--- src/hdl/lga_pkg.sv ---
// Shared types, constants and codes for the life automaton grid.
`timescale 1ns / 1ps
package lga_pkg;

  localparam int ROWS   = 16;
  localparam int COLS   = 16;
  localparam int ROW_W  = $clog2(ROWS);
  localparam int COL_W  = $clog2(COLS);
  localparam int IDX_W  = 4;
  localparam int FUNC_W = 2;
  localparam int CNT_W  = 4;

  localparam logic [CNT_W-1:0] BIRTH_CNT = CNT_W'(3);
  localparam logic [CNT_W-1:0] SURV_CNT  = CNT_W'(2);

  typedef logic [COLS-1:0] row_t;

  typedef enum logic [FUNC_W-1:0] {
    FN_SET  = 2'd0,
    FN_CLR  = 2'd1,
    FN_READ = 2'd2,
    FN_STEP = 2'd3
  } func_t;

  typedef enum logic [2:0] {
    ST_IDLE,
    ST_CELL,
    ST_FIRST,
    ST_CALC,
    ST_DONE
  } state_t;

endpackage

--- src/hdl/lga_ram.sv ---
// Generic single-write, single-read RAM with registered read data.
`timescale 1ns / 1ps
module lga_ram #(
  parameter int WIDTH = 16,
  parameter int DEPTH = 16
) (
  input  logic                     clk,
  input  logic                     wr_en,
  input  logic [$clog2(DEPTH)-1:0] wr_addr,
  input  logic [WIDTH-1:0]         wr_data,
  input  logic [$clog2(DEPTH)-1:0] rd_addr,
  output logic [WIDTH-1:0]         rd_data
);

  logic [WIDTH-1:0] mem_r [DEPTH];
  logic [WIDTH-1:0] rd_data_r;

  always_ff @(posedge clk) begin
    if (wr_en) begin
      mem_r[wr_addr] <= wr_data;
    end
    rd_data_r <= mem_r[rd_addr];
  end

  assign rd_data = rd_data_r;

endmodule

--- src/hdl/lga_row_rule.sv ---
// B3/S23 rule applied to one row from its upper, own and lower old rows.
`timescale 1ns / 1ps
module lga_row_rule (
  input  lga_pkg::row_t prev_row,
  input  lga_pkg::row_t cur_row,
  input  lga_pkg::row_t next_row,
  output lga_pkg::row_t new_row
);

  logic [lga_pkg::COLS+1:0] prev_pad;
  logic [lga_pkg::COLS+1:0] cur_pad;
  logic [lga_pkg::COLS+1:0] next_pad;
  logic [lga_pkg::CNT_W-1:0] cnt [lga_pkg::COLS];

  assign prev_pad = {1'b0, prev_row, 1'b0};
  assign cur_pad  = {1'b0, cur_row, 1'b0};
  assign next_pad = {1'b0, next_row, 1'b0};

  always_comb begin
    for (int c = 0; c < lga_pkg::COLS; c++) begin
      cnt[c] = lga_pkg::CNT_W'(prev_pad[c]) + lga_pkg::CNT_W'(prev_pad[c+1])
             + lga_pkg::CNT_W'(prev_pad[c+2]) + lga_pkg::CNT_W'(cur_pad[c])
             + lga_pkg::CNT_W'(cur_pad[c+2]) + lga_pkg::CNT_W'(next_pad[c])
             + lga_pkg::CNT_W'(next_pad[c+1]) + lga_pkg::CNT_W'(next_pad[c+2]);
      new_row[c] = (cnt[c] == lga_pkg::BIRTH_CNT)
                || (cur_row[c] && (cnt[c] == lga_pkg::SURV_CNT));
    end
  end

endmodule

--- src/hdl/life_automaton_grid_top.sv ---
// Top level of the life automaton grid: sequencer, row buffers and result register.
//
// Usage:
//   Input channel (in_valid/in_stall, in_func, in_cell_row, in_cell_col) takes one
//   command per transfer: set a cell alive, set it dead, read it, or advance the
//   whole grid one B3/S23 generation (no wrap; outside cells are dead).
//   Result channel (out_valid/out_stall, out_alive, out_step_done) returns exactly
//   one transfer per command, in order.
//   A cell write or read first reads the row from the grid RAM, then modifies it,
//   writes it back and registers the result once the output register is free.
//   A generation step reads the top row, buffers it, then handles one row per cycle
//   with the old upper and current rows held while the lower row is read (the single
//   RAM read port sets the rate), and last registers the result.
//   Commands are taken one at a time; in_stall is high while a command is in work.
//   A new command is taken while a finished result still waits on out_stall;
//   its result then waits in the sequencer until the output register frees.
//   Reset clears the per-row valid flags, so the grid reads as all dead at once;
//   no clearing sweep is needed.
`timescale 1ns / 1ps
module life_automaton_grid_top (
  input  logic                      clk,
  input  logic                      rst_n,
  input  logic                      in_valid,
  output logic                      in_stall,
  input  logic [lga_pkg::FUNC_W-1:0] in_func,
  input  logic [lga_pkg::IDX_W-1:0]  in_cell_row,
  input  logic [lga_pkg::IDX_W-1:0]  in_cell_col,
  output logic                      out_valid,
  input  logic                      out_stall,
  output logic                      out_alive,
  output logic                      out_step_done
);

  lga_pkg::state_t state_r, state_nxt;
  lga_pkg::func_t  func_r, func_in;
  logic [lga_pkg::ROW_W-1:0] row_r, row_nxt;
  logic [lga_pkg::COL_W-1:0] col_r;
  logic                      inrange_r;
  logic [lga_pkg::ROWS-1:0]  vld_r;
  logic                      rd_vld_r;
  lga_pkg::row_t             prev_r, cur_r;
  logic                      out_valid_r, out_alive_r, out_step_done_r;

  logic                      accept;
  logic                      out_free;
  logic                      rd_in_range;
  logic                      last_row;
  logic [lga_pkg::ROW_W:0]   row_plus2;

  logic                      ram_wr_en;
  logic [lga_pkg::ROW_W-1:0] ram_wr_addr, ram_rd_addr;
  lga_pkg::row_t             ram_wr_data, ram_rd_data;
  lga_pkg::row_t             rd_row, lower_row, rule_row, cell_row_mod;

  logic                      out_load, out_alive_val, out_step_val;
  logic                      shift_rows, load_cur, cell_wr;

  assign func_in     = lga_pkg::func_t'(in_func);
  assign accept      = in_valid && !in_stall;
  assign in_stall    = (state_r != lga_pkg::ST_IDLE);
  assign out_free    = !out_valid_r || !out_stall;
  assign rd_in_range = (int'(in_cell_row) < lga_pkg::ROWS)
                    && (int'(in_cell_col) < lga_pkg::COLS);
  assign last_row    = (row_r == lga_pkg::ROW_W'(lga_pkg::ROWS - 1));
  assign row_plus2   = {1'b0, row_r} + (lga_pkg::ROW_W + 1)'(2);

  assign rd_row    = rd_vld_r ? ram_rd_data : '0;
  assign lower_row = last_row ? '0 : rd_row;

  always_comb begin
    cell_row_mod = rd_row;
    case (func_r)
      lga_pkg::FN_SET: cell_row_mod[col_r] = 1'b1;
      lga_pkg::FN_CLR: cell_row_mod[col_r] = 1'b0;
      default:         cell_row_mod = rd_row;
    endcase
  end

  lga_row_rule u_rule (
    .prev_row (prev_r),
    .cur_row  (cur_r),
    .next_row (lower_row),
    .new_row  (rule_row)
  );

  lga_ram #(
    .WIDTH (lga_pkg::COLS),
    .DEPTH (lga_pkg::ROWS)
  ) u_grid_ram (
    .clk     (clk),
    .wr_en   (ram_wr_en),
    .wr_addr (ram_wr_addr),
    .wr_data (ram_wr_data),
    .rd_addr (ram_rd_addr),
    .rd_data (ram_rd_data)
  );

  // next state
  always_comb begin
    state_nxt = state_r;
    unique case (state_r)
      lga_pkg::ST_IDLE: begin
        if (accept) begin
          state_nxt = (func_in == lga_pkg::FN_STEP) ? lga_pkg::ST_FIRST : lga_pkg::ST_CELL;
        end
      end
      lga_pkg::ST_CELL: begin
        if (out_free) begin
          state_nxt = lga_pkg::ST_IDLE;
        end
      end
      lga_pkg::ST_FIRST: state_nxt = lga_pkg::ST_CALC;
      lga_pkg::ST_CALC: begin
        if (last_row) begin
          state_nxt = lga_pkg::ST_DONE;
        end
      end
      lga_pkg::ST_DONE: begin
        if (out_free) begin
          state_nxt = lga_pkg::ST_IDLE;
        end
      end
      default: state_nxt = lga_pkg::ST_IDLE;
    endcase
  end

  // outputs
  always_comb begin
    ram_rd_addr   = row_r;
    ram_wr_en     = 1'b0;
    ram_wr_addr   = row_r;
    ram_wr_data   = rule_row;
    row_nxt       = row_r;
    out_load      = 1'b0;
    out_alive_val = 1'b0;
    out_step_val  = 1'b0;
    shift_rows    = 1'b0;
    load_cur      = 1'b0;
    cell_wr       = 1'b0;
    unique case (state_r)
      lga_pkg::ST_IDLE: begin
        if (func_in == lga_pkg::FN_STEP) begin
          ram_rd_addr = '0;
          row_nxt     = '0;
        end else begin
          ram_rd_addr = lga_pkg::ROW_W'(in_cell_row);
          row_nxt     = lga_pkg::ROW_W'(in_cell_row);
        end
      end
      lga_pkg::ST_CELL: begin
        ram_wr_data   = cell_row_mod;
        out_load      = out_free;
        out_alive_val = inrange_r && cell_row_mod[col_r];
        cell_wr       = out_free && inrange_r
                     && (func_r == lga_pkg::FN_SET || func_r == lga_pkg::FN_CLR);
        ram_wr_en     = cell_wr;
      end
      lga_pkg::ST_FIRST: begin
        ram_rd_addr = lga_pkg::ROW_W'(1);
        load_cur    = 1'b1;
      end
      lga_pkg::ST_CALC: begin
        ram_rd_addr = (int'(row_plus2) < lga_pkg::ROWS) ? row_plus2[lga_pkg::ROW_W-1:0] : '0;
        ram_wr_en   = 1'b1;
        shift_rows  = 1'b1;
        row_nxt     = last_row ? row_r : row_r + lga_pkg::ROW_W'(1);
      end
      lga_pkg::ST_DONE: begin
        out_load     = out_free;
        out_step_val = 1'b1;
      end
      default: ram_rd_addr = row_r;
    endcase
  end

  always_ff @(posedge clk) begin
    if (!rst_n) begin
      state_r     <= lga_pkg::ST_IDLE;
      vld_r       <= '0;
      out_valid_r <= 1'b0;
    end else begin
      state_r <= state_nxt;
      if (ram_wr_en) begin
        vld_r[ram_wr_addr] <= 1'b1;
      end
      if (out_load) begin
        out_valid_r <= 1'b1;
      end else if (!out_stall) begin
        out_valid_r <= 1'b0;
      end
    end
  end

  always_ff @(posedge clk) begin
    rd_vld_r <= vld_r[ram_rd_addr];
    row_r    <= row_nxt;
    if (accept) begin
      func_r    <= func_in;
      col_r     <= lga_pkg::COL_W'(in_cell_col);
      inrange_r <= rd_in_range;
      prev_r    <= '0;
    end
    if (load_cur) begin
      cur_r <= rd_row;
    end
    if (shift_rows) begin
      prev_r <= cur_r;
      cur_r  <= lower_row;
    end
    if (out_load) begin
      out_alive_r     <= out_alive_val;
      out_step_done_r <= out_step_val;
    end
  end

  assign out_valid     = out_valid_r;
  assign out_alive     = out_alive_r;
  assign out_step_done = out_step_done_r;

endmodule

--- config.mk ---
export PLATFORM = sky130hd
export DESIGN_NAME = life_automaton_grid_top
export DESIGN_NICKNAME = d
export VERILOG_FILES = /design/src/hdl/lga_pkg.sv /design/src/hdl/lga_ram.sv /design/src/hdl/lga_row_rule.sv /design/src/hdl/life_automaton_grid_top.sv
export SDC_FILE = /design/constraint.sdc
export NUM_CORES = 1
export LEC_CHECK = 0
export BUFFER_PORTS_ARGS = -buffer_cell sky130_fd_sc_hd__buf_4
export CORE_MARGIN = 2
export CORE_UTILIZATION = 35
export DETAILED_ROUTE_END_ITERATION = 12
export RECOVER_POWER = 100
export SLEW_MARGIN = 0
export SYNTH_ARGS = -nofsm -noshare
export SYNTH_HDL_FRONTEND = slang
export SYNTH_SLANG_ARGS = --single-unit
--- constraint.sdc ---
create_clock -name clk -period 4.1 [get_ports clk]
set_input_delay 0.82 -clock clk [delete_from_list [all_inputs] [get_ports clk]]
set_output_delay 0.82 -clock clk [all_outputs]
set_load 0.03 [all_outputs]
* After elaboration in Yosys (flattened, before gate mapping)
Memory sizes are Yosys's and may differ from the RTL's. A register that Yosys moved wholly into a read port is not among the register bits.
Cells that the tools add are included.
** Operators by class
- Add/sub/neg operators :: 107
- Order comparisons :: 6
- Equality and inequality tests :: 44
- Muxes and demuxes :: 35
- Bitwise gates (word level) :: 4
- Reduce and logical (&&, ||, !) cells :: 50
** Operator list (number)
- adder 4 x 1 -> 4 bit :: 90
- equality test 4 x 2 -> 1 bit, second input constant :: 32
- two-way mux 16 bit :: 7
- OR 16 bit :: 2
- one-hot mux 16 bit (2 select lines) :: 1
- adder 1 x 1 -> 2 bit :: 15
- logical AND 1 bit :: 20
- logical OR 1 bit :: 18
- bitwise AND 16 bit :: 1
- NOT 16 bit :: 1
- less-than comparator 4 x 5 -> 1 bit, second input constant :: 3
- two-way mux 1 bit :: 12
- two-way mux 4 bit :: 3
- one-hot mux 3 bit (4 select lines) :: 1
- one-hot mux 4 bit (3 select lines) :: 1
- two-way mux 3 bit :: 3
- binary-select mux 1 bit (select 4 bit) :: 2
- demux 1 bit (select 4 bit) :: 2
- greater-or-equal comparator 4 x 1 -> 1 bit, second input constant :: 2
- one-hot mux 4 bit (2 select lines) :: 1
- equality test 3 x 2 -> 1 bit, second input constant :: 2
- != test 2 bit, second input constant :: 3
- nonzero test 2 bit :: 3
- adder 4 x 2 -> 5 bit, second input constant :: 1
- 17 further kinds :: 20
** Word-level totals
- Bits in registers :: 65
- RAM bits :: 256
- Bits of input ports :: 14
- Output and inout port bits :: 4
- Logic and storage cells :: 258
- Memories kept :: 1
** Memories
- u_grid_ram.mem_r :: depth 16, bits a word 16, read ports 1, clocked after memory_dff 1, write ports 1, RTL line lga_ram.sv:15 : logic [WIDTH-1:0] mem_r [DEPTH];

* Longest topological paths before layout
- Word-level depth :: 11
- Gate-level depth with buffers :: 13
- Depth with buffers taken out :: 12

* By module
From an unflattened synthesis, not the netlist that was laid out.
** Second synthesis, totals
- Cells, all modules :: 1108
- Area, all modules :: 16248.1 µm²
** Modules (own cells, without submodules)
- lga_ram :: instances 1, cells each 432, area each 10042.1 µm²
- life_automaton_grid_top :: instances 1, cells each 391, area each 3658.5 µm²
- lga_row_rule :: instances 1, cells each 285, area each 2547.4 µm²

* Worst setup path before layout
No wires, ideal clock.
- Path kind :: reg2reg
- From :: register row_r, in the netlist ram_wr_addr[1]
- To :: memory u_grid_ram.mem_r[0][5], data pin
- Library setup time :: 0.392 ns
- Arrival time :: 4.041 ns
- Path slack :: -0.333 ns
- Stages on the path, launching flop included :: 13
- Buffers on the path :: 1
- Period minus slack after synthesis :: 4.433 ns
- Cell sequence :: edfxtp_1 -> ha_1 -> nand3_1 -> clkbuf_1 -> nand3_1 -> fa_1 -> inv_1 -> fa_1 -> inv_1 -> fa_1 -> a2111oi_0 -> a21oi_1 -> o41ai_1
** On the way
- Word-level cells in the longest chain between the ends :: 9
- Elaborated cells on any way between the ends :: 10
- Classes of those cells :: add/sub: 3; eq/ne: 3; mux: 2; reduce/logical: 2
** RTL lines
- start, declared :: RTL line life_automaton_grid_top.sv:36 : logic [lga_pkg::ROW_W-1:0] row_r, row_nxt;
- start signal, assigned :: RTL line life_automaton_grid_top.sv:196 : row_r <= row_nxt;
- equality test 4 bit (*) :: RTL line life_automaton_grid_top.sv:64 : assign last_row = (row_r == lga_pkg::ROW_W'(lga_pkg::ROWS - 1));
- two-way mux 16 bit (*) :: RTL line life_automaton_grid_top.sv:68 : assign lower_row = last_row ? '0 : rd_row;
- adder 4 x 1 -> 4 bit :: RTL line lga_row_rule.sv:23 : + lga_pkg::CNT_W'(cur_pad[c+2]) + lga_pkg::CNT_W'(next_pad[c])
- adder 4 x 1 -> 4 bit :: RTL line lga_row_rule.sv:24 : + lga_pkg::CNT_W'(next_pad[c+1]) + lga_pkg::CNT_W'(next_pad[c+2]);
- adder 4 x 1 -> 4 bit (*) :: RTL line lga_row_rule.sv:24
- equality test 4 x 2 -> 1 bit :: RTL line lga_row_rule.sv:26 : || (cur_row[c] && (cnt[c] == lga_pkg::SURV_CNT));
- logical AND 1 bit :: RTL line lga_row_rule.sv:26
- logical OR 1 bit (*) :: RTL line lga_row_rule.sv:26
- two-way mux 16 bit (*) :: RTL line life_automaton_grid_top.sv:140 : unique case (state_r)
- via ram_wr_data[5] :: RTL line life_automaton_grid_top.sv:52 : lga_pkg::row_t ram_wr_data, ram_rd_data;
- end, declared :: RTL line lga_ram.sv:15
The timed path passes the listed nets; every way through them passes the cells marked *.

* Worst setup path in the final report
- From :: register row_r, in the netlist ram_wr_addr[0]
- To :: memory u_grid_ram.mem_r[8][10], data pin
The elaborated chain is that of the path after synthesis.

==> key figures <==
Timing
  – Setup Total Neg Slack: 0 ns
  – Slew Viols, Final: 251
  – RSZ-0062 raised after global routing: false
  – Post-route clock period utilization: 0.931
  – Layout Skew: 0.0329 ns
  – Post-route worst setup slack: 0.282 ns
  – Fmax: ~0.26 GHz
  – # setup viols final: 0
  – Worst Tran Pin Value: 2.03 ns
  – Min cycle time layout: approximately 3.8 ns
  – Endpoints failing hold: 0
  – Relative slew slack: -0.354

Global routing
  – First-pass GRT wire length: roughly 67000 µm
  – Initial antenna violation count: 0
  – Total gr overflow: 0
  – Global-route usage over all layers: 0.179
  – Via count of the first global-routing pass: 11.0k
  – Maximum number of pins on one net before global-route repair: 69

Critical path
  – Slowest stage delay, CP: 0.59 ns
  – Worst path most repeated cell: fa_1
  – CP required: 4.40 ns
  – Kind of critical path: flop to flop
  – Startpoint Class: flop
  – Max FO, Critical Path: 16
  – Slowest CP cell: fa_1
  – Worst Path Arrival: approximately 4.1 ns
  – Critical path origin: ram_wr_addr[0]$_DFFE_PP_
  – Critical register-to-register path startpoint: ram_wr_addr[0]$_DFFE_PP_
  – Worst setup EP type: flop
  – CP Cell Sequence: ha_1 -> nand3_1 -> buf_4 -> nand3_1 -> fa_1 -> inv_1 -> fa_1 -> inv_1 -> fa_1 -> o41ai_2 -> clkbuf_2

CTS
  – Clk sinks: between 300 and 400
  – H-tree Lvls: 2
  – Clock Path Buffers: 3
  – Cts hold-fix bufs: 0
  – Clk root buf: clkbuf_16
  – Worst-path clk slew: roughly 0.06 ns
  – TritonCTS Buffers: 37
  – Worst-Skew Late Latency: 0.55 ns
  – CTS tree: yes
  – Post-CTS setup buffer count: 0

Detailed routing
  – M1 WL: 20000 µm
  – Top Metal Used: met4
  – Routed length on met2: 20300 µm
  – Wirelength, routed: 44600 µm
  – Drt initial violations: 1062
  – Vias post-DR: 11.1k
  – Drt wl/cell: around 22 µm
  – Drt first pass iters: 5
  – Met3 WL: around 3200 µm
  – Antenna Nets Post-Route: 0
  – Via density: 5.51
  – DR DRC count: 0

Logic synthesis
  – Syn avg cell area: between 10 and 15 µm²
  – Synth Net Count: 1454
  – Fraction of registers with async set or reset after synthesis: 0
  – EDFF count, synth: 300
  – Dominant synthesized flop cell: edfxtp_1
  – Synth Register Bits: 337
  – Seq/Total Area, Yosys: 0.580
  – Unique masters post-synth: 56
  – Synth Warn #: 0
  – Yosys top cell area share: 0.536
  – Most common cell in the netlist: edfxtp_1
  – Top cells by area, synth: edfxtp_1 (54%), fa_1 (7.0%), dfxtp_1 (4.4%), ha_1 (3.7%), inv_1 (3.2%)
  – Area leader, netlist: edfxtp_1
  – Commonest cells in the netlist: edfxtp_1 (300), inv_1 (142), nand2_1 (127)
  – Synth Instances: 1331
  – Mapped Area: around 17000 µm²

Final layout
  – N_diodes: 0
  – Fin cells: 2013
  – Layout cell share with drive strength beyond 1: 0.114
  – Area growth, synth to finish: 13.0%
  – Nets: 1493

Power and ir drop
  – Total power: 11.5 mW
  – PD cells: 608 nW/µm²
  – Maximum vdd drop: just under 0.3 mV
  – Lkg Pwr: 7.20 nW

Placement
  – Inst Count DP: between 1.5k and 2k
  – Pre-CTS setup slack: 0.425 ns
  – Hpwl dp: 26600 µm
  – Port Buffers: 17
  – Gpl congestion: 0.829

Floorplan
  – Die Area: between 40000 and 50000 µm²
  – Initial Utilization: 0.353
  – Overall die height: 223 µm
  – Die width: 223 µm
  – Row cnt: 80
  – I/O Pins: 18
  – Core area: 47500 µm²

Run status
  – Violated checks: capacitance limit, slew limit
  – Status: finished with violations

Min path
  – HP Start: vld_r[12]$_SDFFE_PN0P_
  – Hold Crit Class: flop to flop

Run
  – Max Cap Viol: 14
==> registers in the layout, indices dropped and copies added (netlist names), 2 cells and up <==
name                cells
u_grid_ram.mem_r      256
cur_r                  16
prev_r                 16
u_grid_ram.rd_data     16
vld_r                  16
col_r                   4
ram_wr_addr             4
state_r                 3
func_r                  2
==> metrics by stage <==
stage                     utilization  hold WS (ns)  instance area, µm²
final                           0.399         0.456               19000
after floorplan                     -         0.433               16900
after global routing            0.399         0.481               19000
after global placement          0.379         0.440               18000
after detailed placement        0.379         0.445               18000
after CTS                       0.405         0.455               19200
==> logic make-up after synthesis <==
family	Yosys count	synth area share
buffers and inverters	222	0.0570
and+or+nand+nor	370	0.109
xor gates and xnor gates	4	0.00209
adders and majority gates	109	0.108
muxes	43	0.0293
DFF	337	0.580
AOI/OAI and AO/OA	246	0.115
==> cells in the final DEF (no fill, tap or decap), types with 38 or more instances in the layout <==
master    Yosys  layout
clkbuf_1     47      39
nor2_1       87      78
a211oi_1     51      51
ha_1         50      50
edfxtp_1    300     300
inv_1       142     142
mux2i_1      38      38
fa_1         59      59
nand2_1     127     127
and3_1       57      57
==> worst paths after layout <==
check | end | slack, ns | cells after the start
max | u_grid_ram.mem_r[8][10]$_DFFE_PP_ | 0.28 | 11
min reg2reg | vld_r[12]$_SDFFE_PN0P_ | 0.46 | 1
min | vld_r[12]$_SDFFE_PN0P_ | 0.46 | 1
max reg2reg | u_grid_ram.mem_r[8][10]$_DFFE_PP_ | 0.28 | 11
==> metal layers <==
layer,GRT usage,vias to the layer above
met2,0.282,419
met5,0,-
met1,0.256,5625
met3,0.0284,76
met4,0.0500,0
li1,-,4972
==> worst max-delay path: cells and delay by family, from the launching register on <==
kind	cells	cell delay [ns]
adders and majority gates	4	1.68
buffers and inverters	4	0.78
DFF	1	0.40
AOI/OAI and AO/OA	1	0.38
and+or+nand+nor	2	0.35
==> where the power goes <==
group          switching [mW]  internal, mW  total [mW]
Clock                    1.38          2.03        3.41
Sequential              0.198          4.60        4.80
Combinational            2.20          1.14        3.34
Total                    3.77          7.77        11.5
==> cell type report <==
class | instances | area [µm²]
clock buffers | 50 | 995
inverters | 142 | 533
fillers | 4461 | 28600
flip-flops and latches | 337 | 9750
repair buffers | 80 | 531
multi-input cells | 772 | 6180
well taps | 615 | 769
clock inverters | 17 | 229
==> repair_timing <==
action | CTS | global route
setup endpoints to repair | 0 | 16
endpoints found under the hold margin | 0 | 0
resized for setup | 0 | 1
Power figures use the tool's default switching activity.
